==> src/hdl/scbc_pkg.sv <==
`timescale 1ns / 1ps
// ----------------------------------------------------------------------------
// Size class block cache package
// Shared codes, item types, default parameter values and helper functions.
// ----------------------------------------------------------------------------
package scbc_pkg;

   localparam int GRANULE_BYTES_DEF    = 64;
   localparam int MAX_POOLED_BYTES_DEF = 1024;
   localparam int CLASS_COUNT_DEF      = 16;
   localparam int MAX_PER_CLASS_DEF    = 128;

   localparam int SIZE_W  = 32;
   localparam int ADDR_W  = 48;
   localparam int CNT_W   = 32;
   localparam int TOTAL_W = 12;

   // Depth of the queue between front and back; kept a power of two.
   localparam int QUEUE_DEPTH = 2;

   localparam logic [CNT_W-1:0]   CNT_MAX   = '1;
   localparam logic [TOTAL_W-1:0] TOTAL_MAX = '1;

   typedef enum logic [1:0] {
      CMD_ALLOC       = 2'd0,
      CMD_RELEASE     = 2'd1,
      CMD_STATS_CLEAR = 2'd2
   } cmd_type;

   typedef enum logic [2:0] {
      ACT_HIT            = 3'd0,
      ACT_HEAP_ALLOC     = 3'd1,
      ACT_CACHED_RELEASE = 3'd2,
      ACT_HEAP_FREE      = 3'd3,
      ACT_IGNORED        = 3'd4,
      ACT_STATS_RESET    = 3'd5
   } act_type;

   // Work decided by the front part for the back part.
   typedef enum logic [2:0] {
      OP_HEAP_ALLOC   = 3'd0,
      OP_POOL_ALLOC   = 3'd1,
      OP_POOL_RELEASE = 3'd2,
      OP_HEAP_FREE    = 3'd3,
      OP_IGNORE       = 3'd4,
      OP_STATS_CLEAR  = 3'd5
   } op_type;

   typedef struct packed {
      op_type              op;
      logic [SIZE_W-1:0]   size;
      logic [ADDR_W-1:0]   addr;
   } item_type;

   function automatic logic [CNT_W-1:0] sat_inc(input logic [CNT_W-1:0] value);
      return (value == CNT_MAX) ? value : value + CNT_W'(1);
   endfunction

endpackage

==> src/hdl/scbc_front.sv <==
`timescale 1ns / 1ps
// ----------------------------------------------------------------------------
// Size class block cache front
// Accepts requests, checks eligibility and computes the size class.
// ----------------------------------------------------------------------------
module scbc_front #(
   parameter int GRANULE_BYTES    = scbc_pkg::GRANULE_BYTES_DEF,
   parameter int MAX_POOLED_BYTES = scbc_pkg::MAX_POOLED_BYTES_DEF,
   parameter int CLASS_COUNT      = scbc_pkg::CLASS_COUNT_DEF,
   parameter int CLS_W            = (CLASS_COUNT > 1) ? $clog2(CLASS_COUNT) : 1
) (
   input  logic                     req_tvalid,
   output logic                     req_tready,
   input  logic [1:0]               req_tuser,
   input  logic [79:0]              req_tdata,
   input  logic                     pool_en,
   output logic                     push_valid,
   input  logic                     push_ready,
   output logic [CLS_W-1:0]         push_cls,
   output scbc_pkg::item_type       push_item
);

   logic [scbc_pkg::SIZE_W-1:0] size;
   logic [scbc_pkg::ADDR_W-1:0] addr;
   logic [CLASS_COUNT-1:0]      above;
   logic                        eligible;

   assign size = req_tdata[scbc_pkg::SIZE_W-1:0];
   assign addr = req_tdata[scbc_pkg::SIZE_W +: scbc_pkg::ADDR_W];

   // Class is the number of granule boundaries the size lies strictly above.
   always_comb begin
      above = '0;
      for (int k = 1; k < CLASS_COUNT; k++) begin
         above[k] = size > 32'(k * GRANULE_BYTES);
      end
   end

   assign eligible = pool_en && (size != '0) && (size <= 32'(MAX_POOLED_BYTES))
                     && (size <= 32'(CLASS_COUNT * GRANULE_BYTES));

   assign push_cls   = CLS_W'($countones(above));
   assign push_valid = req_tvalid;
   assign req_tready = push_ready;

   always_comb begin
      push_item.size = size;
      push_item.addr = addr;
      case (scbc_pkg::cmd_type'(req_tuser))
         scbc_pkg::CMD_ALLOC: begin
            push_item.op = eligible ? scbc_pkg::OP_POOL_ALLOC : scbc_pkg::OP_HEAP_ALLOC;
         end
         scbc_pkg::CMD_RELEASE: begin
            if (addr == '0) begin
               push_item.op = scbc_pkg::OP_IGNORE;
            end else begin
               push_item.op = eligible ? scbc_pkg::OP_POOL_RELEASE : scbc_pkg::OP_HEAP_FREE;
            end
         end
         scbc_pkg::CMD_STATS_CLEAR: begin
            push_item.op = scbc_pkg::OP_STATS_CLEAR;
         end
         default: begin
            push_item.op = scbc_pkg::OP_IGNORE;
         end
      endcase
   end

endmodule

==> config.mk <==
export PLATFORM = sky130hd
export DESIGN_NAME = scbc_front
export DESIGN_NICKNAME = d
export VERILOG_FILES = /design/src/hdl/scbc_pkg.sv /design/src/hdl/scbc_front.sv
export SDC_FILE = /design/constraint.sdc
export NUM_CORES = 1
export LEC_CHECK = 0
export ABC_AREA = 1
export BUFFER_PORTS_ARGS = -buffer_cell sky130_fd_sc_hd__buf_4
export CAP_MARGIN = 20
export CORE_ASPECT_RATIO = 1.25
export CORE_MARGIN = 3
export CORE_UTILIZATION = 36
export DETAILED_ROUTE_END_ITERATION = 10
export GPL_ROUTABILITY_DRIVEN = 0
export PLACE_DENSITY_LB_ADDON = 0.3
export SLEW_MARGIN = 0
export SYNTH_ARGS = -nofsm -noshare
export SYNTH_HDL_FRONTEND = slang
export SYNTH_SLANG_ARGS = --single-unit
==> constraint.sdc <==
create_clock -name vclk -period 9.14
set_clock_uncertainty 0.2 [all_clocks]
set_input_delay 1.828 -clock vclk [all_inputs]
set_output_delay 1.828 -clock vclk [all_outputs]
set_load 0.1 [all_outputs]
# Word-level counts from Yosys, hierarchy flattened
# Cells that the tools add are included.
dict set report totals {
  register_bits 0
  input_bits 85
  word_cells 42
}
dict set report classes {
  muxes 4
  n_addsub 14
  magnitude_cmp 16
  eq_ne 2
  n_reduce_logical 6
}
# cell n
set ops {}
lappend ops {{$gt A32 B10 Y1 const B} 8}
lappend ops {{$gt A32 B9 Y1 const B} 4}
lappend ops {{$gt A32 B8 Y1 const B} 2}
lappend ops {{$logic_not A48 Y1} 1}
lappend ops {{$gt A32 B7 Y1 const B} 1}
lappend ops {{$le A32 B11 Y1 const B} 1}
lappend ops {{$reduce_bool A32 Y1} 1}
lappend ops {{$add A1 B1 Y2} 7}
lappend ops {{$add A2 B2 Y3} 3}
lappend ops {{$pmux W3 S3} 1}
lappend ops {{$add A3 B3 Y4} 2}
lappend ops {{$add A4 B4 Y4} 1}
lappend ops {{$add A1 B2 Y3} 1}
lappend ops {{$logic_and A1 B1 Y1} 3}
lappend ops {{$mux W3} 1}
lappend ops {{$eq A2 B1 Y1 const B} 1}
lappend ops {{$eq A2 B2 Y1 const B} 1}
lappend ops {{$logic_not A2 Y1} 1}
lappend ops {{$mux W1} 2}

# Longest topological paths before layout
# Gate-level depths: netlist (run 1).
dict set report depth {
  ltp_word 7
  depth_mapped 18
}

# Worst setup path before layout (run 1)
# OpenSTA, ideal clock, no wires.
dict set report synth_timing {
  path_type {input to output}
  from {in req_tdata[28]}
  to {out push_cls[2]}
  arrival_time_ns 6.880
  stages 18
  path_buffers 0
  required_ns 7.112
  slack_ns 0.232
  cell_sequence {nor2_1 nand2_1 nor2_4 nand3_4 inv_2 nand2_4 a21oi_2 a21oi_1 fa_1 fa_1 fa_1 inv_1 fa_1 inv_1 fa_1 inv_1 fa_1 xnor2_1}
}
dict set report synth_between {
  elab_chain_len 5
  word_cells_on_any_way 29
  cone_classes {add/sub (14); order compare (15)}
}
# item line_no
set synth_lines {}
lappend synth_lines {{start: declaration} scbc_front.sv:15} ;# input logic [79:0] req_tdata,
lappend synth_lines {{$gt A32 B8 Y1, or another cell as far along} scbc_front.sv:35} ;# above[k] = size > 32'(k * GRANULE_BYTES);
lappend synth_lines {{$add A1 B1 Y2 (not written as such)} scbc_front.sv:42} ;# assign push_cls = CLS_W'($countones(above));
lappend synth_lines {{$add A1 B2 Y3 (not written as such) or $add A2 B2 Y3 (tied branches)} scbc_front.sv:42}
lappend synth_lines {{$add A3 B3 Y4 (not written as such)} scbc_front.sv:42}
lappend synth_lines {{$add A4 B4 Y4 (not written as such) (*)} scbc_front.sv:42}
lappend synth_lines {{end: declaration} scbc_front.sv:19} ;# output logic [CLS_W-1:0] push_cls,
# Every way passes the cells marked *; elsewhere a longest branch is shown, timed or not.

# Worst setup path after layout (run 1)
dict set report layout_timing {
  from {in req_tdata[3]}
  to {out push_cls[1]}
}
# The elaborated chain is that of the path after synthesis.

==> reports/results.ini, run 1 <==
[run_status]
status=finished, final reports clean

[logic_synthesis]
syn_avg_cell_area_um2=5.795
yosysSeqAreaShare_pct=0
syn_inst=307
yosys_warnings=0
syn_nets=404
netlist_area_mm2=0.001779
synth_cell_types=25

[route]
wl_met3_um=662
wl_met1_um=1653
wl_um=5543
top_layer=met4
wl_per_cell_um=12.18
drc_errors=0
vias=1983
detail_route.iter0.violations=40
dr.pass1.iters=4
wl_met2_um=3181
drt-vias-per-instance=4.358
ant_nets=0

[worst_setup_path]
slowest_stage=fa_1
crit_fanout=5
cp.arrival_ps=6290
worstPathCellList=buf_4 > nor2_1 > nand2_1 > nor2_2 > nand4_2 > nor3_1 > o21ai_1 > fa_1 > fa_1 > fa_1 > inv_1 > fa_1 > inv_1 > fa_1 > inv_1 > fa_1 > inv_1 > buf_4
slowest_delay_ps=540
required_ps=7110
start_kind=input pin
critical_path_class=input pin to primary output
endpoint_kind=primary output
crit_top_cell=fa_1

[floorplan]
coreArea_mm2=0.004765
start_util_pct=37.34
die-area_mm2=0.005827
die_h_um=84.60
pin_count=174
die_x_um=68.88
placementRows=28

[timing]
setup_tns_ps=0
setup_violations=0
slew_violations=0
hold_viol=0
hold_slack_ps=3456
relSlewSlack_pct=77.03
fin_crit_ps=8321
rsz0062_at_grt=false
post-route-period-util_pct=91.04
tightest_slew_ps=340.9
fmax_mhz=120.2

[layout]
regArea_um2=0
layout_common_cells=buf_4 (170), nor2_1 (62), nand2_1 (52)
final_common_cell=buf_4
design.seq.count=0
drive_gt1_share_pct=48.10
finalNonFillerCells=455
final_nets=494
fin_area_mm2=0.002515
syn_to_final_growth_pct=41.35
num-clock-buffers=0
final_util_pct=52.78
antenna_cells=0

[global_route]
gr-total-overflow=0
first_global_vias=1762
grt_usage_pct=17.03
antenna_found_initial=0
grt_max_degree=9
grt_pass1_wl_um=7886

[placement]
dpl_cell_area_mm2=0.002515
dp_cells=455
dpl.hpwl_um=5144
numPortBuffers=170

[clocking]
cts_hold_buf=0
cts.repair.resized=0
post_cts_buffers=0

[pwr]
sw_frac_of_total_pct=76.92
p_int_mw=0.05265
ir_drop_v=0.00004863
power.density_mw_per_mm2=90.71
p_sw_mw=0.1755
clockPowerShare_pct=0
p_leak_nw=1.428
comb_power_share_pct=100.0
p_seq_share_pct=0

[worst_hold_path]
worstHoldPathType=input pin to primary output
worstHoldPathCells=0

[run]
cap_violations=0

-- logic make-up (layout without fill, tap and decap cells) --
kind of cell,Yosys count,after routing,share of synthesized area [%]
compound gates,22,22,7.173
xor+xnor,1,1,0.4924
fa+ha+maj,12,12,12.66
buf+inv,134,222,45.57
simple gates,138,138,34.11
-- area by class of cell --
class | instances | area [um2]
fill | 505 | 2250
timing repair buffer | 170 | 1276
multi-input combinational | 173 | 968.4
inverter | 52 | 195.2
tap | 60 | 75.07
-- final timing paths --
check                        start           to  slack [ps]
worst max-delay path  req_tdata[3]  push_cls[1]         820
worst min-delay path    push_ready   req_tready        3460
-- power by group through the flow --
stage                     Clock [mW]  Combinational [mW]  Sequential (mW)
after detailed placement           0               0.229                0
after CTS                          0               0.229                0
final                              0               0.228                0
after global routing               0               0.236                0
after floorplan                    0               0.191                0
after global placement             0               0.228                0
-- routing by layer --
metal / up-vias / global-route usage (%)
met5: - / 0
met4: 0 / 1.418
met3: 4 / 2.276
met2: 108 / 36.02
met1: 852 / 16.80
li1: 1019 / -
-- cells in the mapped netlist --
library cell | n | area (um2)
o21ai_1 | 5 | 25.02
nor2_1 | 62 | 232.7
o2111ai_1 | 1 | 8.760
a31oi_1 | 1 | 6.260
o211ai_1 | 1 | 7.510
nor3_1 | 3 | 15.01
o21ai_0 | 2 | 10.01
inv_1 | 46 | 172.7
nand2_4 | 1 | 11.26
ha_1 | 2 | 25.02
nand4_2 | 1 | 12.51
nand2_1 | 52 | 195.2
inv_2 | 6 | 22.52
nor2_2 | 6 | 37.54
nor2_4 | 3 | 33.78
nand3_4 | 1 | 17.52
fa_1 | 10 | 200.2
xnor2_1 | 1 | 8.760
a21oi_1 | 9 | 45.04
a21oi_2 | 2 | 17.52
nand3_1 | 4 | 20.02
or2_1 | 1 | 6.260
o21a_1 | 1 | 7.510
nand4_1 | 4 | 25.02
buf_4 | 82 | 615.6
-- stage by stage --
| step | worst slack (ps) | total power, mW |
|---|---|---|
| after CTS | 786.1 | 0.2291 |
| final | 818.6 | 0.2281 |
| after floorplan | 232.1 | 0.1912 |
| after global placement | 829.9 | 0.2280 |
| after global routing | 584.9 | 0.2359 |
| after detailed placement | 796.9 | 0.2289 |
-- critical path, delay by kind of cell --
kind                       cells  cell delay, ps
and+or+nand+nor                5             790
adders and majority gates      6            2920
AOI/OAI and AO/OA              1             100
buffers and inverters          6             630
No activity file was read; power rests on OpenSTA's default activity.
==> inputs of run 2 (changes only) <==
==> constraint.sdc (replaced) <==
create_clock -name vclk -period 7.75
set_clock_uncertainty 0.2 [all_clocks]
set_input_delay 1.55 -clock vclk [all_inputs]
set_output_delay 1.55 -clock vclk [all_outputs]
set_load 0.1 [all_outputs]
==> run 2 against run 1 <==
Effect of this change:
- die area unchanged
- final area increased by 4.8%
- worst setup slack got worse by 630 ps
- via count increased by 1.9%
- worst hold slack got worse by 560 ps
- core utilization increased by 2.5 points
- total power increased by 18%
- global-route usage decreased by 0.94 points
- sequential cell count unchanged
- routed wire length decreased by 1.6%
==> reports/results.ini, run 2 (synthesis gave the netlist of run 1 again) <==
[floorplan]
die_x_um=68.88  ; unchanged
start_util_pct=37.34  ; unchanged
pin_count=174  ; unchanged
placementRows=28  ; unchanged
die-area_mm2=0.005827  ; unchanged
coreArea_mm2=0.004765  ; unchanged
die_h_um=84.60  ; unchanged

[layout]
layout_common_cells=buf_4 (177), nor2_1 (58), nand2_1 (50)
regArea_um2=0  ; unchanged
final_util_pct=55.33  ; +2.5 points
final_common_cell=buf_4
final_nets=503  ; +1.8%
antenna_cells=0  ; unchanged
num-clock-buffers=0  ; unchanged
fill_cells=490  ; -3.0%
design.seq.count=0  ; unchanged
drive_gt1_share_pct=51.49  ; +3.4 points
syn_to_final_growth_pct=48.17

[route]
dr.pass1.iters=4  ; unchanged
drc_errors=0  ; unchanged
wl_per_cell_um=11.75  ; -3.5%
ant_nets=0  ; unchanged
drt-vias-per-instance=4.353  ; -0.11%
wl_um=5454  ; -1.6%
vias=2020  ; +1.9%
detail_route.iter0.violations=49  ; +23%

[global_route]
grt_max_degree=9  ; unchanged
grt_pass1_wl_um=7645  ; -3.1%
gr-total-overflow=0  ; unchanged
first_global_vias=1806  ; +2.5%
grt_usage_pct=16.09  ; -0.94 points
antenna_found_initial=0  ; unchanged

[timing]
fmax_mhz=132.2
slew_violations=0  ; unchanged
setup_violations=0  ; unchanged
hold_viol=0  ; unchanged
fin_crit_ps=7562
post-route-period-util_pct=97.57
relSlewSlack_pct=80.81  ; +3.8 points
tightest_slew_ps=290.2  ; -50.75 ps

[worst_setup_path]
start_kind=input pin
critical_path_class=input pin to primary output
crit_top_cell=fa_1
required_ps=6000  ; -1110 ps
slowest_delay_ps=530  ; about the same
endpoint_kind=primary output
crit_fanout=6  ; +1
worstPathCellList=buf_4 > nor2_1 > nand2_2 > nor2_4 > nand3_4 > nor2_4 > o21a_1 > a21oi_1 > fa_1 > fa_1 > fa_1 > inv_1 > fa_1 > inv_1 > fa_2 > inv_1 > fa_1 > inv_2 > buf_12
slowest_stage=fa_1
cp.arrival_ps=5810  ; -480 ps

[worst_hold_path]
worstHoldPathType=input pin to primary output

[placement]
numPortBuffers=170  ; unchanged
dpl.hpwl_um=5064  ; -1.6%

[run_status]
status=finished, final reports clean

[pwr]
p_total_mw=0.2699  ; +18%
p_leak_nw=1.483  ; +3.8%
power.density_mw_per_mm2=102.4  ; +13%
ir_drop_v=0.00007084  ; +46%

[run]
cap_violations=0  ; unchanged

[run 2: path summary, 6_finish.rpt]
path          start           to  slack [ps]  depth (start not counted)
max   req_tdata[19]  push_cls[1]         190                         19
min      push_ready   req_tready        2900                          0
[run 2: power by group]
part / switching, mW / leakage, nW / internal [mW]
Sequential: 0 / 0 / 0
Combinational: 0.207 / 1.48 / 0.0627
Clock: 0 / 0 / 0
Total: 0.207 / 1.48 / 0.0627
[run 2: through the flow]
stage,cell area (um2),setup TNS (ps),setup WS (ps),hold slack (ps),instances
after CTS,2580,0,0.7305,2901,461
after floorplan,1787,0,5.524,3112,307
final,2636,0,188.1,2900,464
after global routing,2636,-45.67,-29.33,2901,464
after global placement,2567,0,53.13,2901,461
after detailed placement,2567,-29.39,-29.39,2901,461
[run 2: metal layers]
metal | wire length, um | up-vias | GRT usage, %
li1 | - | 1036 | -
met1 | 1735 | 893 | 16.34
met2 | 3086 | 87 | 33.51
met3 | 586 | 4 | 2.677
met4 | 45 | 0 | 0.7092
met5 | 0 | - | 0
[run 2: critical path: cells and delay by family]
family / cells / cell delay (ps)
buffers and inverters: 6 / 560
AOI/OAI and AO/OA: 2 / 190
and+or+nand+nor: 5 / 690
adders and majority gates: 6 / 2830
[run 2: final cells by class]
cell class,instances,area [um2],area share (%)
Multi-Input combinational cell,173,1003,38.06
Inverter,52,197.7,7.499
Tap cell,60,75.07,2.848
Timing Repair Buffer,179,1360,51.59
[run 2: what timing repair did]
action / in CTS / in global routing
setup endpoints to repair: 1 / 2
gates cloned: 0 / 0
resized for setup: 3 / 12
pin swaps: 0 / 10
hold buffers: 0 / 0
setup buffers: 0 / 3
