`src/hdl/scbc_pkg.sv`:
```
`timescale 1ns / 1ps
// ----------------------------------------------------------------------------
// Size class block cache package
// Shared codes, item types, default parameter values and helper functions.
// ----------------------------------------------------------------------------
package scbc_pkg;

   localparam int GRANULE_BYTES_DEF    = 64;
   localparam int MAX_POOLED_BYTES_DEF = 1024;
   localparam int CLASS_COUNT_DEF      = 16;
   localparam int MAX_PER_CLASS_DEF    = 128;

   localparam int SIZE_W  = 32;
   localparam int ADDR_W  = 48;
   localparam int CNT_W   = 32;
   localparam int TOTAL_W = 12;

   // Depth of the queue between front and back; kept a power of two.
   localparam int QUEUE_DEPTH = 2;

   localparam logic [CNT_W-1:0]   CNT_MAX   = '1;
   localparam logic [TOTAL_W-1:0] TOTAL_MAX = '1;

   typedef enum logic [1:0] {
      CMD_ALLOC       = 2'd0,
      CMD_RELEASE     = 2'd1,
      CMD_STATS_CLEAR = 2'd2
   } cmd_type;

   typedef enum logic [2:0] {
      ACT_HIT            = 3'd0,
      ACT_HEAP_ALLOC     = 3'd1,
      ACT_CACHED_RELEASE = 3'd2,
      ACT_HEAP_FREE      = 3'd3,
      ACT_IGNORED        = 3'd4,
      ACT_STATS_RESET    = 3'd5
   } act_type;

   // Work decided by the front part for the back part.
   typedef enum logic [2:0] {
      OP_HEAP_ALLOC   = 3'd0,
      OP_POOL_ALLOC   = 3'd1,
      OP_POOL_RELEASE = 3'd2,
      OP_HEAP_FREE    = 3'd3,
      OP_IGNORE       = 3'd4,
      OP_STATS_CLEAR  = 3'd5
   } op_type;

   typedef struct packed {
      op_type              op;
      logic [SIZE_W-1:0]   size;
      logic [ADDR_W-1:0]   addr;
   } item_type;

   function automatic logic [CNT_W-1:0] sat_inc(input logic [CNT_W-1:0] value);
      return (value == CNT_MAX) ? value : value + CNT_W'(1);
   endfunction

endpackage

```
`src/hdl/scbc_queue.sv`:
```
`timescale 1ns / 1ps
// ----------------------------------------------------------------------------
// Size class block cache queue
// Small first-in-first-out buffer between the front and back parts.
// ----------------------------------------------------------------------------
module scbc_queue #(
   parameter int WIDTH = 8
) (
   input  logic             clock,
   input  logic             reset,
   input  logic             in_valid,
   output logic             in_ready,
   input  logic [WIDTH-1:0] in_data,
   output logic             out_valid,
   input  logic             out_ready,
   output logic [WIDTH-1:0] out_data
);

   localparam int DEPTH = scbc_pkg::QUEUE_DEPTH;
   localparam int PTR_W = (DEPTH > 1) ? $clog2(DEPTH) : 1;
   localparam int CNT_W = $clog2(DEPTH + 1);

   logic [WIDTH-1:0] entry_ff [DEPTH];
   logic [PTR_W-1:0] wr_ptr_ff, wr_ptr_in;
   logic [PTR_W-1:0] rd_ptr_ff, rd_ptr_in;
   logic [CNT_W-1:0] count_ff, count_in;
   logic             push, pop;

   assign in_ready  = count_ff != CNT_W'(DEPTH);
   assign out_valid = count_ff != '0;
   assign out_data  = entry_ff[rd_ptr_ff];
   assign push      = in_valid && in_ready;
   assign pop       = out_valid && out_ready;

   always_comb begin
      wr_ptr_in = push ? wr_ptr_ff + PTR_W'(1) : wr_ptr_ff;
      rd_ptr_in = pop ? rd_ptr_ff + PTR_W'(1) : rd_ptr_ff;
      count_in  = count_ff;
      if (push && !pop) begin
         count_in = count_ff + CNT_W'(1);
      end else if (pop && !push) begin
         count_in = count_ff - CNT_W'(1);
      end
   end

   always_ff @(posedge clock) begin
      if (reset) begin
         wr_ptr_ff <= '0;
         rd_ptr_ff <= '0;
         count_ff  <= '0;
      end else begin
         wr_ptr_ff <= wr_ptr_in;
         rd_ptr_ff <= rd_ptr_in;
         count_ff  <= count_in;
      end
   end

   always_ff @(posedge clock) begin
      if (push) begin
         entry_ff[wr_ptr_ff] <= in_data;
      end
   end

endmodule

```
`config.mk`:
```
export PLATFORM = sky130hd
export DESIGN_NAME = scbc_queue
export DESIGN_NICKNAME = d
export VERILOG_FILES = /design/src/hdl/scbc_pkg.sv /design/src/hdl/scbc_queue.sv
export SDC_FILE = /design/constraint.sdc
export NUM_CORES = 1
export LEC_CHECK = 0
export BUFFER_PORTS_ARGS = -buffer_cell sky130_fd_sc_hd__buf_4
export CELL_PAD_IN_SITES_DETAIL_PLACEMENT = 1
export CELL_PAD_IN_SITES_GLOBAL_PLACEMENT = 1
export CORE_MARGIN = 2
export CORE_UTILIZATION = 46
export CTS_BUF_LIST = sky130_fd_sc_hd__clkbuf_8
export DETAILED_ROUTE_END_ITERATION = 6
export HOLD_SLACK_MARGIN = 0.12
export PLACE_DENSITY = 0.84
export SETUP_SLACK_MARGIN = 0.05
export SYNTH_ARGS = -nofsm -noshare
export SYNTH_HDL_FRONTEND = slang
export SYNTH_SLANG_ARGS = --single-unit
export TNS_END_PERCENT = 5
```
`constraint.sdc`:
```
create_clock -name clock -period 2.3 [get_ports clock]
set_input_delay 0.46 -clock clock [delete_from_list [all_inputs] [get_ports clock]]
set_output_delay 0.46 -clock clock [all_outputs]
set_load 0.01 [all_outputs]
```
# Yosys cells after proc, flatten, opt, wreduce, memory -nomap -nowiden
# Memory sizes are Yosys's and may differ from the RTL's. A register that Yosys moved wholly into a read port is not among the register bits.
# Index checks and enable logic that the tools add are counted.
[totals]
regBits = 4
ram_bits = 16
output_inout_bits = 10
memories = 1
latch_bits = 0
rom_bits = 0
[op_classes]
muxes = 6
magnitude_cmp = 0
multipliers = 0
shift = 0
n_reduce_logical = 8
bitwise = 0
n_div = 0
n_addsub = 4
n_eq_ne = 1
[memory_table]
columns = ["name", "depth", "word_bits", "rd", "rd_clocked_by_memory_dff", "write_ports", "line_no", "rtl"]
rows = [
  ["entry_ff", 2, 8, 1, 1, 1, "scbc_queue.sv:23", "logic [WIDTH-1:0] entry_ff [DEPTH];"],
]
[op_table]
columns = ["operator", "count"]
rows = [
  ["logical AND 1 bit", 4],
  ["two-way mux 1 bit", 4],
  ["two-way mux 2 bit", 2],
  ["nonzero test 2 bit", 2],
  ["adder 1 bit, second input constant", 2],
  ["adder 2 x 1 -> 2 bit, second input constant", 1],
  ["logical NOT 1 bit", 2],
  ["inequality test 2 bit, second input constant", 1],
  ["subtractor 2 x 1 -> 2 bit, second input constant", 1],
]

# Depth between registers and ports, before layout
# Gate-level depths: netlist of the first run.
[depth]
ltp_word = 6
mapped_depth = 6
ltp_nobuf = 6

# Least setup slack after synthesis of the first run
# No wires, ideal clock.
[synth_timing]
path_kind = "reg2reg"
from = "register count_ff[0]"
to = "register count_ff[1]"
arrival_time_ns = 1.447
stages_incl_launch_ff = 6
setup_slack_ns = 0.783
period_less_slack_ns = 1.517
n_path_buf = 0
setup_ns = 0.070
cell_sequence = "dfxtp_1 nand2b_4 and2_1 ha_1 or3_1 a21oi_1"
[synth_via]
elab_chain_cells = 5
word_cells_on_any_way = 13
[synth_rtl]
columns = ["element", "line_no", "rtl"]
rows = [
  ["start: declaration", "scbc_queue.sv:26", "logic [CNT_W-1:0] count_ff, count_in;"],
  ["start signal: assignment", "scbc_queue.sv:54", "count_ff <= count_in;"],
  ["inequality test 2 bit *", "scbc_queue.sv:29", "assign in_ready = count_ff != CNT_W'(DEPTH);"],
  ["named net in_ready", "scbc_queue.sv:12", "output logic in_ready,"],
  ["logical AND 1 bit *", "scbc_queue.sv:32", "assign push = in_valid && in_ready;"],
  ["named net push", "scbc_queue.sv:27", "logic push, pop;"],
  ["logical NOT 1 bit", "scbc_queue.sv:41", "end else if (pop && !push) begin"],
  ["logical AND 1 bit", "scbc_queue.sv:41", ""],
  ["nonzero test 2 bit (no source line)", "--", ""],
]
# Mark *: on every way through the listed nets, which the timed path passes. The rest lies on a longest branch. The select of a mux whose other input is x is not followed.
# A chain may end at the register's enable or synchronous reset.

==> run summary, run 1 <==
total I/O pin count: 22
Synth Cell Area: 806 sq um
Leakage: 0.000411 uW
Final min period: 1.77 ns
initial antenna violation count: 0
part of the Yosys area used for sequential elements: 72.0%
clock sink count: 21
Ys Warns: 0
largest net degree at the start of global routing: 13
WL final: 1400 microns
fin cells: 90
simple-gate share of the synthesized area: 7.14%
Avg Inst Size Synth: 16.4 sq um
synth-to-layout area growth: 27.3%
Starting DRT DRC Count: 5
adder and majority gate portion of the synthesized area: 1.55%
clock-pin slew on the worst setup and hold paths: 0.08 ns
Arr. time, crit path: 1.31 ns
syn_nets: 62
Routed WL per cell: 15.6 microns
Die Ht: 45.9 microns
worst slack, placed: 0.667 ns
vias in the first global route: 470
Max Cap Viol: 0
Post-Synthesis Cells: 49
Root Buffer: clkbuf_8
# hold bufs at CTS: 0
HP Class: input pin to register
final setup vio count: 0
Antenna diodes: 0
Crit Path Category: register to output port
mux cell area share after synthesis: 11.2%
Starting Density: 47.7%
unrepaired setup endpoints after global routing: no
Placed Area: 980 sq um
Slew headroom: 73.4%
Clock Tree Buf Depth: 2
Slew @ Worst Pin: 0.399 ns
CTS tree: built
cell taking the most area after synthesis: edfxtp_1
outcome: finished clean
synthesized flop and latch total: 21
first-pass GRT wire length: 2080 microns
post-route setup slack: 0.527 ns
PostCTS Resize Cnt: 0
worst skew pair latency: 0.26 ns
post-synthesis compound-gate area fraction: 3.73%
Yosys top cell area share: 59.6%
peak supply drop: 0.635 mV
IO buf count: 21
Final TNS setup: 0 ns
TritonCTS buffer count: 3
Core Footprint: 0.00169 sq mm
# H-tree levels: 1
Crit. End Element: output port
DRT antenna net count: 0
fin crit share: 77.1%
GR Overflow Total: 0
DR pass1 iterations: 2
GPL Wtd Cong: 0.625
HPWL Detailed: 1020 microns
die area: 0.00210 sq mm
Pwr Total: 1120 uW
Critical Path RT: 1.84 ns
largest family of logic cells by synthesized area: multiplexers
Fmax: 0.564 GHz
CP Launch Type: register
nets@finish: 87
final hold violations: 0
via count: 477
drt via density: 5.30
GR Util All Layers: 15.8%
post-route cell area: 0.00103 sq mm
XOR/XNOR share of the synthesized area: 3.26%
Clock Skew: 0.00686 ns
Yosys cell types: 17
main area contributors after synthesis: edfxtp_1 (60%), dfxtp_1 (12%), mux2_2 (11%)
Crit Path Max Fanout: 8
post-CTS setup repair buffer count: 0
Power Density: 1090 mW/mm^2
Core Rows: 15
Die W: 45.9 microns
number of remaining DRC errors: 0
max-slew violation count: 0
share of layout cells above drive strength 1: 49.3%
cell count after placement: 86
==> cell type report <==
class                           instances  area, sq um
Clock buffer                            3         41.3
Clock inverter                          1         5.00
Fill cell                             174          663
Inverter                                1         3.75
Multi-Input combinational cell         26          216
Sequential cell                        21          581
Tap cell                               17         21.3
Timing Repair Buffer                   21          158
==> metal layers <==
layer / GRT usage (%) / vias to the layer above / share of wire, %
met5: 0 / - / 0
met4: 15.4 / 0 / 3.8
met3: 4.76 / 5 / 4.4
met2: 24.2 / 14 / 51
met1: 16.9 / 231 / 41
li1: - / 227 / -
==> final timing paths <==
path	startpoint	end	slack, ns	cells past startpoint
max	register	out_data[3]	0.53	2
min	in_data[7]	entry_ff[0][7]	0.38	1
max reg2reg	count_ff[0]	count_ff[1]	0.71	5
min reg2reg	rd_ptr_ff	rd_ptr_ff	0.55	2
==> cell usage in the layout, fill, tap and decap left out <==
cell type  synthesis  routed
clkbuf_8           0       3
clkinv_2           0       1
a21bo_2            1       1
o21ai_0            2       2
nor2_1             3       3
dfxtp_1            5       5
buf_4              0      21
a21oi_1            2       2
inv_1              1       1
ha_1               1       1
nand3b_1           1       1
mux2_2             8       8
and3_1             1       1
edfxtp_1          16      16
nand2b_4           1       1
or3_1              1       1
and2_1             1       1
xor2_1             3       3
or2_2              1       1
==> cells by family after synthesis <==
| kind of cell | Yosys count |
|---|---|
| adder cells (fa/ha/maj) | 1 |
| AND/OR/NAND/NOR | 9 |
| XOR/XNOR | 3 |
| AO/OA/AOI/OAI | 5 |
| flip-flops | 21 |
| multiplexers | 8 |
| buffers and inverters | 2 |
==> state kept, by name, summed over array words and instances, names as in the netlist, named ones only <==
register	count
count_ff	2
entry_ff	16
rd_ptr_ff	1
wr_ptr_ff	1
==> synth_stat cells <==
cell type   n
a21bo_2     1
buf_2       1
and3_1      1
and2_1      1
nor2_1      3
nand2b_4    1
inv_1       1
dfxtp_1     5
xor2_1      3
or2_2       1
edfxtp_1   16
mux2_2      8
nand3b_1    1
a21oi_1     2
o21ai_0     2
ha_1        1
or3_1       1
==> metrics by stage <==
step                      hold WS, ns  utilization, %
after global placement          0.485            58.0
after CTS                       0.378            60.7
after detailed placement        0.522            58.0
after floorplan                 0.472               -
final                           0.377            60.7
after global routing            0.374            60.7
==> power by group <==
part           internal (uW)  switching, uW  leakage, uW
logic                    195            152     0.000195
registers                482           50.7     0.000191
clock network            121            117    0.0000255
==> worst max-delay path, cell delays in order, from the launching register on <==
cell	delay, ns
dfxtp_1	0.53
mux2_2	0.39
buf_4	0.14
Power figures use the tool's default switching activity.
==> run 2, diff against run 1 <==
--- a/config.mk
+++ b/config.mk
@@ -9,11 +9,11 @@
 export CELL_PAD_IN_SITES_DETAIL_PLACEMENT = 1
 export CELL_PAD_IN_SITES_GLOBAL_PLACEMENT = 1
 export CORE_MARGIN = 2
-export CORE_UTILIZATION = 46
+export CORE_UTILIZATION = 38
 export CTS_BUF_LIST = sky130_fd_sc_hd__clkbuf_8
 export DETAILED_ROUTE_END_ITERATION = 6
 export HOLD_SLACK_MARGIN = 0.12
-export PLACE_DENSITY = 0.84
+export PLACE_DENSITY = 0.74
 export SETUP_SLACK_MARGIN = 0.05
 export SYNTH_ARGS = -nofsm -noshare
 export SYNTH_HDL_FRONTEND = slang
==> constraint.sdc (replaced) <==
create_clock -name clock -period 1.5 [get_ports clock]
set_input_delay 0.3 -clock clock [delete_from_list [all_inputs] [get_ports clock]]
set_output_delay 0.3 -clock clock [all_outputs]
set_load 0.01 [all_outputs]
==> run summary, run 2 (synthesized netlist as in run 1, its figures left out) <==
Pwr Total: 1770 uW (+58%)
Die W: 50.1 microns (+9.1%)
largest net degree at the start of global routing: 12 (-1)
nets@finish: 88 (+1.1%)
CP Depth: 6 (+4)
worst hold slack: 0.229 ns (-0.148 ns)
CP Launch Type: register
max reg flops: 16 (unchanged)
DR pass1 iterations: 4 (+2)
post-CTS setup repair buffer count: 0 (unchanged)
Starting DRT DRC Count: 5 (unchanged)
critical path's largest stage delay: 0.36 ns (-0.17 ns)
via count: 473 (-0.84%)
commonest non-fill, non-tap cell in the layout: buf_4
number of remaining DRC errors: 0 (unchanged)
most frequent cells in the layout: buf_4 (22), edfxtp_1 (16), mux2_2 (7)
fin crit share: 98.2%
synth-to-layout area growth: 33.5%
Root Buffer: clkbuf_8
die area: 0.00251 sq mm (+19%)
GR Util All Layers: 12.5% (-3.3 points)
Critical Path RT: 1.69 ns (-0.15 ns)
CP Launch Point: count_ff[0]
peak supply drop: 0.824 mV (+30%)
worst-path cell chain: nand2b_4, and2_4, ha_4, xor2_1, or3_1, a21oi_2
unrepaired setup endpoints after global routing: yes
share of layout cells above drive strength 1: 56.8% (+7.4 points)
TritonCTS buffer count: 3 (unchanged)
Core Rows: 16 (+1)
Crit Path Max Fanout: 5 (-3)
Clock Skew: 0.00222 ns (-0.00464 ns)
Die Ht: 50.1 microns (+9.1%)
HPWL Detailed: 1070 microns (+5.3%)
vias in the first global route: 506 (+7.7%)
Max Cap Viol: 0 (unchanged)
Slew headroom: 73.5% (+0.091 points)
DRT antenna net count: 0 (unchanged)
clock-pin slew on the worst setup and hold paths: 0.07 ns (about the same)
drt via density: 4.68 (-12%)
Clock Tree Buf Depth: 2 (unchanged)
WL final: 1380 microns (-1.4%)
Core Footprint: 0.00198 sq mm (+17%)
CP Buf/Inv Count: 0 (-1)
critical path's slowest cell: dfxtp_4
worst skew pair latency: 0.25 ns (about the same)
HP Class: input pin to register
# H-tree levels: 1 (unchanged)
Largest Register: entry_ff
Largest regs: entry_ff: 16 flops, count_ff: 2 flops
IO buf count: 21 (unchanged)
Fmax: 0.679 GHz
initial antenna violation count: 0 (unchanged)
final setup vio count: 0 (unchanged)
Routed WL per cell: 13.7 microns (-12%)
worst setup path endpoint: count_ff[1]
Antenna diodes: 0 (unchanged)
Crit. End Element: register
total I/O pin count: 22 (unchanged)
GPL Wtd Cong: 0.632 (+1.1%)
outcome: finished clean
Leakage: 0.000425 uW (+3.4%)
cells on worst reg2reg path: 6 (+1)
clock sink count: 21 (unchanged)
max-slew violation count: 0 (unchanged)
reg-to-reg endpoint: count_ff[1]
CTS tree: built
final hold violations: 0 (unchanged)
R2R setup slack: 0.03 ns (-0.68 ns)
Power Density: 1640 mW/mm^2 (+51%)
Starting Density: 40.7% (-7.0 points)
Crit Path Category: register to register
GR Overflow Total: 0 (unchanged)
final core occ: 54.3% (-6.4 points)
Slew @ Worst Pin: 0.398 ns (-0.00136 ns)
Arr. time, crit path: 1.66 ns (+0.35 ns)
reg-to-reg startpoint: count_ff[0]
Final min period: 1.47 ns
CP top delay family: simple AND/OR/NAND/NOR gates
first-pass GRT wire length: 2300 microns (+11%)
## run 2: timing repair
item / CTS / global route
endpoints found under the setup margin: 9 / 9
gates resized for setup: 6 / 1
hold buffers: 0 / 0
pin swaps: 1 / 0
## run 2: per-layer routing
layer	share of wire, %	global-route usage (%)	routed length [microns]
met1	38	14.3	528
met2	55	21.9	757
met3	5.4	2.73	75
met4	1.7	5.56	23
met5	0	0	0
## run 2: through the flow
step                      area [sq um]  setup TNS, ns  instances  setup slack, ns
after floorplan                    820              0         49           0.0666
after global placement            1010              0         97           0.0687
after detailed placement          1010        -0.0294         97          -0.0294
after CTS                         1070              0        101           0.0201
after global routing              1080        -0.0300        101          -0.0300
final                             1080              0        101           0.0269
## run 2: where the power goes
part           total [uW]  internal, uW  switching (uW)
Sequential            841           756            85.0
Combinational         582           339             243
Clock                 344           182             163
Total                1770          1280             490
## run 2: how the worst min path moves through the flow
stage / to / start / cells after the start / slack (ns)
2_1_floorplan: count_ff[0] / reset / 1 / 0.36
3_3_place_gp: entry_ff[0][3] / in_data[3] / 1 / 0.49
3_5_place_dp: entry_ff[1][5] / in_data[5] / 1 / 0.49
4_1_cts: entry_ff[1][5] / in_data[5] / 1 / 0.22
5_1_grt: entry_ff[1][5] / in_data[5] / 1 / 0.22
6_report: entry_ff[1][5] / in_data[5] / 1 / 0.23
## run 2: cell type report
type                            instances  area, sq um
Clock buffer                            3         41.3
Timing Repair Buffer                   22          165
Tap cell                               27         33.8
Inverter                                1         3.75
Fill cell                             193          906
Clock inverter                          1         3.75
Sequential cell                        21          589
Multi-Input combinational cell         26          239
==> run 3, diff against run 2 <==
--- a/config.mk
+++ b/config.mk
@@ -6,12 +6,14 @@
 export NUM_CORES = 1
 export LEC_CHECK = 0
 export BUFFER_PORTS_ARGS = -buffer_cell sky130_fd_sc_hd__buf_4
+export CAP_MARGIN = 10
 export CELL_PAD_IN_SITES_DETAIL_PLACEMENT = 1
 export CELL_PAD_IN_SITES_GLOBAL_PLACEMENT = 1
 export CORE_MARGIN = 2
 export CORE_UTILIZATION = 38
 export CTS_BUF_LIST = sky130_fd_sc_hd__clkbuf_8
 export DETAILED_ROUTE_END_ITERATION = 6
+export GPL_TIMING_DRIVEN = 0
 export HOLD_SLACK_MARGIN = 0.12
 export PLACE_DENSITY = 0.74
 export SETUP_SLACK_MARGIN = 0.05
==> run summary, run 3 (synthesized netlist as in run 1, its figures left out) <==
fin crit share: 98.9% (+0.68 points)
max reg flops: 16 (unchanged)
R2R setup slack: 0.02 ns (about the same)
cells on worst reg2reg path: 5 (-1)
final hold violations: 0 (unchanged)
GR Util All Layers: 14.8% (+2.3 points)
register area: 587 sq um (-0.42%)
Antenna diodes: 0 (unchanged)
reg-to-reg endpoint: count_ff[1]
final core occ: 60.2% (+5.9 points)
DRT antenna net count: 0 (unchanged)
final setup vio count: 0 (unchanged)
Fillers: 196 (+1.6%)
CTS tree: built
first-pass GRT wire length: 2590 microns (+13%)
Arr. time, crit path: 1.67 ns (about the same)
Hold Path End: entry_ff[0][7]
# H-tree levels: 1 (unchanged)
Final min period: 1.48 ns (+0.0103 ns)
Pint: 1450 uW (+14%)
cell count after placement: 97 (unchanged)
initial antenna violation count: 0 (unchanged)
WL final: 1620 microns (+17%)
max-slew violation count: 0 (unchanged)
CP Launch Type: register
die area: 0.00251 sq mm (unchanged)
total I/O pin count: 22 (unchanged)
Max Cap Viol: 0 (unchanged)
drt via density: 4.74 (+1.1%)
most frequent cells in the layout: buf_4 (17), edfxtp_1 (16), buf_6 (9)
DR pass1 iterations: 3 (-1)
GR Overflow Total: 0 (unchanged)
peak supply drop: 0.905 mV (+9.8%)
Slew @ Worst Pin: 0.391 ns (-0.00660 ns)
unrepaired setup endpoints after global routing: yes
number of remaining DRC errors: 0 (unchanged)
Starting DRT DRC Count: 6 (+1)
Largest regs: entry_ff: 16 flops, count_ff: 2 flops
Switching Share: 28.6% (+0.86 points)
min-delay src: in_data[7]
Die Ht: 50.1 microns (unchanged)
Largest Register: entry_ff
Clock Tree Buf Depth: 2 (unchanged)
Crit. End Element: register
part of the power in the clock network: 17.3% (-2.2 points)
synth-to-layout area growth: 48.1%
HP Class: input pin to register
GPL Wtd Cong: 0.611 (-3.3%)
Starting Density: 40.7% (unchanged)
Fmax: 0.674 GHz (-0.69%)
register share of total power: 39.9% (-7.7 points)
post-route cell area: 0.00119 sq mm (+11%)
worst skew pair latency: 0.26 ns (about the same)
share of layout cells above drive strength 1: 60.8% (+4.0 points)
reg-to-reg startpoint: count_ff[0]
Crit Path Category: register to register
Slew headroom: 73.9% (+0.44 points)
commonest non-fill, non-tap cell in the layout: buf_4
Power Density: 1710 mW/mm^2 (+4.0%)
HPWL Detailed: 1000 microns (-6.6%)
TritonCTS buffer count: 3 (unchanged)
nets@finish: 93 (+5.7%)
outcome: finished clean
via count: 502 (+6.1%)
Core Footprint: 0.00198 sq mm (unchanged)
hold path cells: 1 (unchanged)
Pwr Total: 2040 uW (+15%)
Placed Area: 0.00101 sq mm (-0.25%)
Comb power frac: 42.8% (+9.9 points)
Clock Skew: 0.00105 ns (-0.00117 ns)
Crit Path Max Fanout: 3 (-2)
Routed WL per cell: 15.3 microns (+11%)
fin cells: 106 (+5.0%)
worst hold slack: 0.226 ns (-0.00289 ns)
Critical Path RT: 1.69 ns (about the same)
Root Buffer: clkbuf_8
area of the multi-input gates: 280 sq um (+17%)
IO buf count: 21 (unchanged)
Die W: 50.1 microns (unchanged)
Core Rows: 16 (unchanged)
clock-pin slew on the worst setup and hold paths: 0.07 ns (about the same)
switching power: 583 uW (+19%)
vias in the first global route: 551 (+8.9%)
largest net degree at the start of global routing: 12 (unchanged)
clock sink count: 21 (unchanged)
Leakage: 0.000490 uW (+15%)
run 3: cell types whose count changed in the layout (fill, tap and decap cells not counted), moves of 5 or more:
cell / change
buf_6: +9
buf_4: -5
mux2_4: +7
mux2_2: -7
run 3: stage by stage:
stage | setup WS [ns] | setup TNS, ns
CTS | 0.0178 | 0
finish | 0.0166 | 0
floorplan | 0.0666 | 0
detailed placement | -0.0254 | -0.0254
global placement | 0.0315 | 0
global route | -0.00790 | -0.0133
run 3: layer usage:
| metal | GRT usage [%] | vias to the layer above | part of all wire, % |
|---|---|---|---|
| met4 | 9.72 | 0 | 3.2 |
| met2 | 26.3 | 15 | 55 |
| met5 | 0 | - | 0 |
| met1 | 15.7 | 245 | 39 |
| li1 | - | 237 | - |
| met3 | 2.73 | 5 | 3.5 |
run 3: cell type report:
class                   instances  area share, %
flip-flops and latches         21           49.2
multi-input cells              26           23.5
repair buffers                 26           19.2
clock buffers                   3           3.46
well taps                      27           2.83
plain buffers                   1           1.26
clock inverters                 1          0.314
inverters                       1          0.314
run 3: repair_timing:
item | in CTS | in global routing
setup endpoints to repair | 9 | 10
buffers inserted | 4 | 1
hold buffers | 0 | 0
gates resized for setup | 26 | 1
cloned | 0 | 0
endpoints found under the hold margin | 0 | 0
pin swaps | 3 | 3
run 3: power by group through the flow:
stage,clock [uW],combinational [uW],sequential [uW]
2_1_floorplan,0,373,794
6_report,353,872,812
5_1_grt,377,941,823
3_5_place_dp,0,597,810
3_3_place_gp,0,576,803
4_1_cts,360,835,809
run 3: worst max path at each step:
stage,from,end,slack [ns],depth (start not counted)
after floorplan,count_ff[0],count_ff[1],0.07,6
after global placement,count_ff[1],count_ff[1],0.03,4
after detailed placement,count_ff[1],count_ff[1],-0.03,6
after CTS,count_ff[0],count_ff[1],0.02,6
after global routing,count_ff[0],count_ff[1],-0.008,5
final,count_ff[0],count_ff[1],0.02,5
run 3: critical path: stages, from the launching register on:
cell and delay (ns):
dfxtp_4 0.35, buf_4 0.15, o21ai_4 0.15, ha_4 0.23, or3_1 0.38, a21oi_1 0.15
